===== src/hw/rtl/ttcw_pkg.sv =====
// Shared constants, types and command/status structs of the text terminal cell writer.
package ttcw_pkg;

   // Screen geometry
   localparam int COLUMNS   = 80;
   localparam int ROWS      = 25;
   localparam int TAB_WIDTH = 3;

   localparam int CELLS    = ROWS * COLUMNS;
   localparam int MAX_PUT  = (COLUMNS > TAB_WIDTH) ? COLUMNS : TAB_WIDTH;
   localparam int ADDR_W   = $clog2(CELLS);
   localparam int CURSOR_W = $clog2(CELLS + 1);
   localparam int COL_W    = $clog2(COLUMNS);
   localparam int COUNT_W  = $clog2(MAX_PUT + 1);

   // Field widths of the channels
   localparam int FUNC_W  = 2;
   localparam int CHAR_W  = 8;
   localparam int CADDR_W = 11;
   localparam int PCNT_W  = 8;
   localparam int CPOS_W  = 11;
   localparam int STYLE_W = 8;
   localparam int CELL_W  = CHAR_W + STYLE_W;

   // Command codes
   localparam logic [FUNC_W-1:0] FUNC_WRITE = 2'd0;
   localparam logic [FUNC_W-1:0] FUNC_LOCK  = 2'd1;
   localparam logic [FUNC_W-1:0] FUNC_CLEAR = 2'd2;
   localparam logic [FUNC_W-1:0] FUNC_READ  = 2'd3;

   // Character codes
   localparam logic [CHAR_W-1:0] CH_NEWLINE   = 8'd10;
   localparam logic [CHAR_W-1:0] CH_TAB       = 8'd9;
   localparam logic [CHAR_W-1:0] CH_BACKSPACE = 8'd8;
   localparam logic [CHAR_W-1:0] CH_SPACE     = 8'd32;

   localparam logic [STYLE_W-1:0] RESET_STYLE = 8'd7;

   typedef enum logic [2:0] {
      KIND_PUT,
      KIND_BACK,
      KIND_LOCK,
      KIND_CLEAR,
      KIND_READ
   } kind_type;

   typedef enum logic [1:0] {
      OUT_PUT,
      OUT_BACK,
      OUT_PLAIN,
      OUT_READ
   } out_sel_type;

   typedef struct packed {
      logic        start;
      logic        put;
      logic        scroll_step;
      logic        fill_step;
      logic        fill_reset;
      logic        back;
      logic        sweep_clear;
      logic        load_out;
      out_sel_type out_sel;
   } cmd_type;

   typedef struct packed {
      kind_type req_kind;
      logic     at_end;
      logic     last_put;
      logic     scroll_last;
      logic     fill_last;
      logic     bs_blocked;
      logic     out_free;
   } stat_type;

endpackage


===== src/hw/rtl/ttcw_ctrl.sv =====
// Controller: sequences each command through the datapath.
module ttcw_ctrl (
   input  logic               clock,
   input  logic               reset,
   input  logic               req_valid,
   output logic               req_ready,
   input  ttcw_pkg::stat_type stat,
   output ttcw_pkg::cmd_type  cmd
);
   import ttcw_pkg::*;

   typedef enum logic [7:0] {
      ST_INIT   = 8'b0000_0001,
      ST_IDLE   = 8'b0000_0010,
      ST_PUT    = 8'b0000_0100,
      ST_SCROLL = 8'b0000_1000,
      ST_BACK   = 8'b0001_0000,
      ST_CLEAR  = 8'b0010_0000,
      ST_REPORT = 8'b0100_0000,
      ST_READ   = 8'b1000_0000
   } state_type;

   state_type state_ff, state_in;

   assign req_ready = state_ff == ST_IDLE;

   always_comb begin
      state_in = state_ff;
      cmd      = '0;
      cmd.out_sel = OUT_PLAIN;

      unique case (state_ff)
         ST_INIT: begin
            cmd.fill_step  = 1'b1;
            cmd.fill_reset = 1'b1;
            if (stat.fill_last) begin
               state_in = ST_IDLE;
            end
         end
         ST_IDLE: begin
            if (req_valid) begin
               cmd.start = 1'b1;
               unique case (stat.req_kind)
                  KIND_PUT:   state_in = ST_PUT;
                  KIND_BACK:  state_in = ST_BACK;
                  KIND_LOCK:  state_in = ST_REPORT;
                  KIND_CLEAR: state_in = ST_CLEAR;
                  KIND_READ:  state_in = ST_READ;
                  default:    state_in = ST_IDLE;
               endcase
            end
         end
         ST_PUT: begin
            if (stat.at_end) begin
               cmd.sweep_clear = 1'b1;
               state_in        = ST_SCROLL;
            end else if (!stat.last_put) begin
               cmd.put = 1'b1;
            end else if (stat.out_free) begin
               cmd.put      = 1'b1;
               cmd.load_out = 1'b1;
               cmd.out_sel  = OUT_PUT;
               state_in     = ST_IDLE;
            end
         end
         ST_SCROLL: begin
            cmd.scroll_step = 1'b1;
            if (stat.scroll_last) begin
               state_in = ST_PUT;
            end
         end
         ST_BACK: begin
            if (stat.out_free) begin
               cmd.back     = 1'b1;
               cmd.load_out = 1'b1;
               cmd.out_sel  = stat.bs_blocked ? OUT_PLAIN : OUT_BACK;
               state_in     = ST_IDLE;
            end
         end
         ST_CLEAR: begin
            cmd.fill_step = 1'b1;
            if (stat.fill_last) begin
               state_in = ST_REPORT;
            end
         end
         ST_REPORT: begin
            if (stat.out_free) begin
               cmd.load_out = 1'b1;
               state_in     = ST_IDLE;
            end
         end
         ST_READ: begin
            if (stat.out_free) begin
               cmd.load_out = 1'b1;
               cmd.out_sel  = OUT_READ;
               state_in     = ST_IDLE;
            end
         end
         default: state_in = ST_IDLE;
      endcase
   end

   always_ff @(posedge clock) begin
      if (reset) begin
         state_ff <= ST_INIT;
      end else begin
         state_ff <= state_in;
      end
   end
endmodule


===== config.mk =====
export PLATFORM = sky130hd
export DESIGN_NAME = ttcw_ctrl
export DESIGN_NICKNAME = d
export VERILOG_FILES = /design/src/hw/rtl/ttcw_pkg.sv /design/src/hw/rtl/ttcw_ctrl.sv
export SDC_FILE = /design/constraint.sdc
export NUM_CORES = 1
export LEC_CHECK = 0
export BUFFER_PORTS_ARGS = -buffer_cell sky130_fd_sc_hd__buf_2
export CAP_MARGIN = 20
export CORE_MARGIN = 2
export CORE_UTILIZATION = 40
export CTS_CLUSTER_DIAMETER = 120
export DETAILED_ROUTE_END_ITERATION = 6
export HOLD_SLACK_MARGIN = 0.05
export PLACE_DENSITY = 0.77
export SLEW_MARGIN = 25
export SYNTH_ARGS = -nofsm -noshare
export SYNTH_HDL_FRONTEND = slang
export SYNTH_SLANG_ARGS = --single-unit

===== constraint.sdc =====
create_clock -name clock -period 2.26 [get_ports clock]
set_input_delay 0.113 -clock clock [delete_from_list [all_inputs] [get_ports clock]]
set_output_delay 0.113 -clock clock [all_outputs]
set_load 0.05 [all_outputs]

==> results by group <==
Detailed routing
  • Remaining antenna violation count: 0
  • # DRC: 0
  • Drt first-iter violations: 19
  • WL/cell: 13.2 µm
  • Vias: 849
  • WL final: 1870 µm
  • Drt first pass iters: 4
  • Vias per cell: 6.02

Final layout
  • Multi-input logic area: 523 µm²
  • Flip-flop count of the largest register after layout: 8
  • Largest reg by FF count: state_ff
  • Commonest non-fill, non-tap cell in the layout: buf_2
  • Nets: 138
  • Commonest cells after routing, fill and taps aside: buf_2, nor2_1, a21oi_1, dfxtp_1, nand3_1
  • Fillers: 160
  • Synth-to-Final Area Change: 27.7%
  • Register area: 160 µm²
  • Share of cells above drive strength 1: 26.6%
  • Biggest registers after layout: state_ff: 8 flops
  • Inserted Diodes: 0

Die
  • Die area: 2080 µm²
  • Io pins: 23
  • Die H: 45.6 µm
  • Die width: 45.6 µm
  • Site Rows: 15
  • Area of the core: 1670 µm²
  • Initial Util: 41.3%

Place
  • IO Port Bufs: 22
  • Hpwl dp: 1470 µm
  • GPL Wtd Cong: 1.01
  • Post-place setup slack: 0.201 ns

Global routing
  • Initial antenna violation count: 0
  • Total GRT Usage: 20.4%
  • GR Overflow Total: 0
  • Global-route wire length before repair: 3110 µm
  • Largest net degree at the start of global routing: 12
  • Vias in the first global route: 740

STA
  • Fmax: 479 MHz
  • Minimum clock period: 2.09 ns
  • Layout Skew: 0.00122 ns
  • Hold Vio Cnt, Final: 0
  • Setup ws final: 0.173 ns
  • Slew @ Worst Pin: 0.473 ns
  • RSZ-0062 raised after global routing: no
  • Slew headroom: 68.2%
  • Max-slew violation count: 0
  • Tcrit/Tclk final: 92.3%
  • Hold WS: 0.103 ns
  • Setup Viol. Count Final: 0

Clock network
  • Clk sinks: 8
  • Worst-Skew Late Latency: 0.26 ns
  • Clock transition at path regs: 0.06 ns
  • CTS tree: built
  • H-tree Lvls: 1
  • CTS Buf Count: 3
  • Worst-case clock buffer depth: 2
  • # Post-CTS Setup Buffers: 0
  • Clock root buffer: clkbuf_4

Worst setup path
  • Critical Path Sink: state_ff[6]$_SDFFE_PP0P_
  • Worst R2R Setup Slack: 0.17 ns
  • Required @ worst endpoint: 2.45 ns
  • Crit path launch: state_ff[2]$_SDFFE_PP0P_
  • Worst setup SP type: register
  • RR Startpoint: state_ff[2]$_SDFFE_PP0P_
  • Endpoint type of the worst setup path: register
  • Crit path DAT: 2.28 ns
  • WS Path Type: reg -> reg
  • Cells on worst reg2reg path: 5
  • Reg2Reg Capture Point: state_ff[6]$_SDFFE_PP0P_
  • CP Max Fanout: 8

Power
  • Static leakage: 0.373 nW
  • PwrDens: 415 nW/µm²
  • Max VDD drop: 0.335 mV

Synth
  • Synthesized area: 691 µm²
  • Register area share after synthesis: 23.2%
  • Mean Syn Cell Area: 6.91 µm²
  • Yosys reg bits: 8
  • Post-Syn Instances: 100
  • Synth warn: 0
  • Syn Nets: 112
  • Yosys cell types: 35

Hold path
  • Hold Crit Class: in -> reg

Run status
  • Outcome: complete, no violations

Job
  • MaxCap Viol Count: 0
[cell usage after synthesis]
cell	number	area [µm²]
a311oi_1	1	8.76
a22oi_1	1	7.51
or4_4	1	11.3
nor4b_2	1	15.0
clkinv_1	1	3.75
o211ai_1	1	7.51
nand4_1	1	6.26
a2111o_1	1	11.3
clkbuf_1	3	11.3
nor2_1	9	33.8
o22ai_1	1	6.26
nand3b_1	2	15.0
and3_1	3	18.8
nor3_1	7	35.0
nand3_1	7	35.0
inv_1	5	18.8
buf_2	1	5.00
xor2_1	3	26.3
o21a_1	2	15.0
a311o_1	1	10.0
a21oi_1	9	45.0
dfxtp_1	8	160
nand4b_1	1	8.76
and2_1	1	6.26
o32ai_1	1	8.76
nand2_1	6	22.5
nor4_1	2	12.5
a21o_1	1	7.51
nand2b_1	1	6.26
nor2b_1	5	31.3
a31oi_1	2	12.5
o2bb2ai_1	1	8.76
a2bb2oi_1	1	8.76
or3_1	4	25.0
o21ai_0	5	25.0
[repair_timing]
item,CTS,global route
setup endpoints to repair,0,2
resized for setup,0,3
hold buffers,0,0
endpoints found under the hold margin,0,0
[critical path, stage by stage (launching register included)]
cell and delay (ns):
dfxtp_1 0.37, or4_4 0.59, o21a_1 0.18, a311o_1 0.32
a2111o_1 0.41, a31oi_1 0.15
[report_power, final]
group,total [mW],switching (mW),internal (mW)
clock network,0.115,0.0538,0.0611
logic,0.0979,0.0619,0.0360
registers,0.153,0.00845,0.145
[stage by stage]
step	power [mW]	area [µm²]	utilization [%]	setup TNS (ns)	cells
after floorplan	0.219	706	-	-0.00104	100
after global placement	0.251	843	50.5	0	138
after detailed placement	0.252	843	50.5	0	138
after CTS	0.368	866	51.8	0	141
after global routing	0.379	882	52.8	0	141
final	0.366	882	52.8	0	141
[metal layers]
layer  track usage, %  routed length [µm]  vias to the layer above
li1                 -                   -                      421
met1             27.5                 819                      385
met2             31.8                 879                       34
met3             1.59                 110                        9
met4             11.2                  59                        0
met5                0                   0                        -
[cell type report]
class	instances	share of cell area, %
Sequential cell	8	18.2
Timing Repair Buffer	25	15.0
Multi-Input combinational cell	82	59.3
Inverter	6	2.55
Clock buffer	3	2.55
Tap cell	17	2.41
[worst min-delay path by stage]
stage | start | end | depth (start not counted)
after global routing | reset | state_ff[3]$_SDFFE_PP0P_ | 2
after floorplan | reset | state_ff[3]$_SDFFE_PP0P_ | 1
after CTS | reset | state_ff[3]$_SDFFE_PP0P_ | 2
after global placement | reset | state_ff[3]$_SDFFE_PP0P_ | 2
after detailed placement | reset | state_ff[3]$_SDFFE_PP0P_ | 2
final | reset | state_ff[3]$_SDFFE_PP0P_ | 2
[kinds of logic (layout without fill, tap and decap cells)]
group | count (synthesis) | after routing | synth area share, %
buffers and inverters | 10 | 34 | 5.61
and+or+nand+nor | 51 | 51 | 40.9
xor gates and xnor gates | 3 | 3 | 3.81
AOI/OAI and AO/OA | 28 | 28 | 26.4
DFF | 8 | 8 | 23.2
Power figures use the tool's default switching activity.
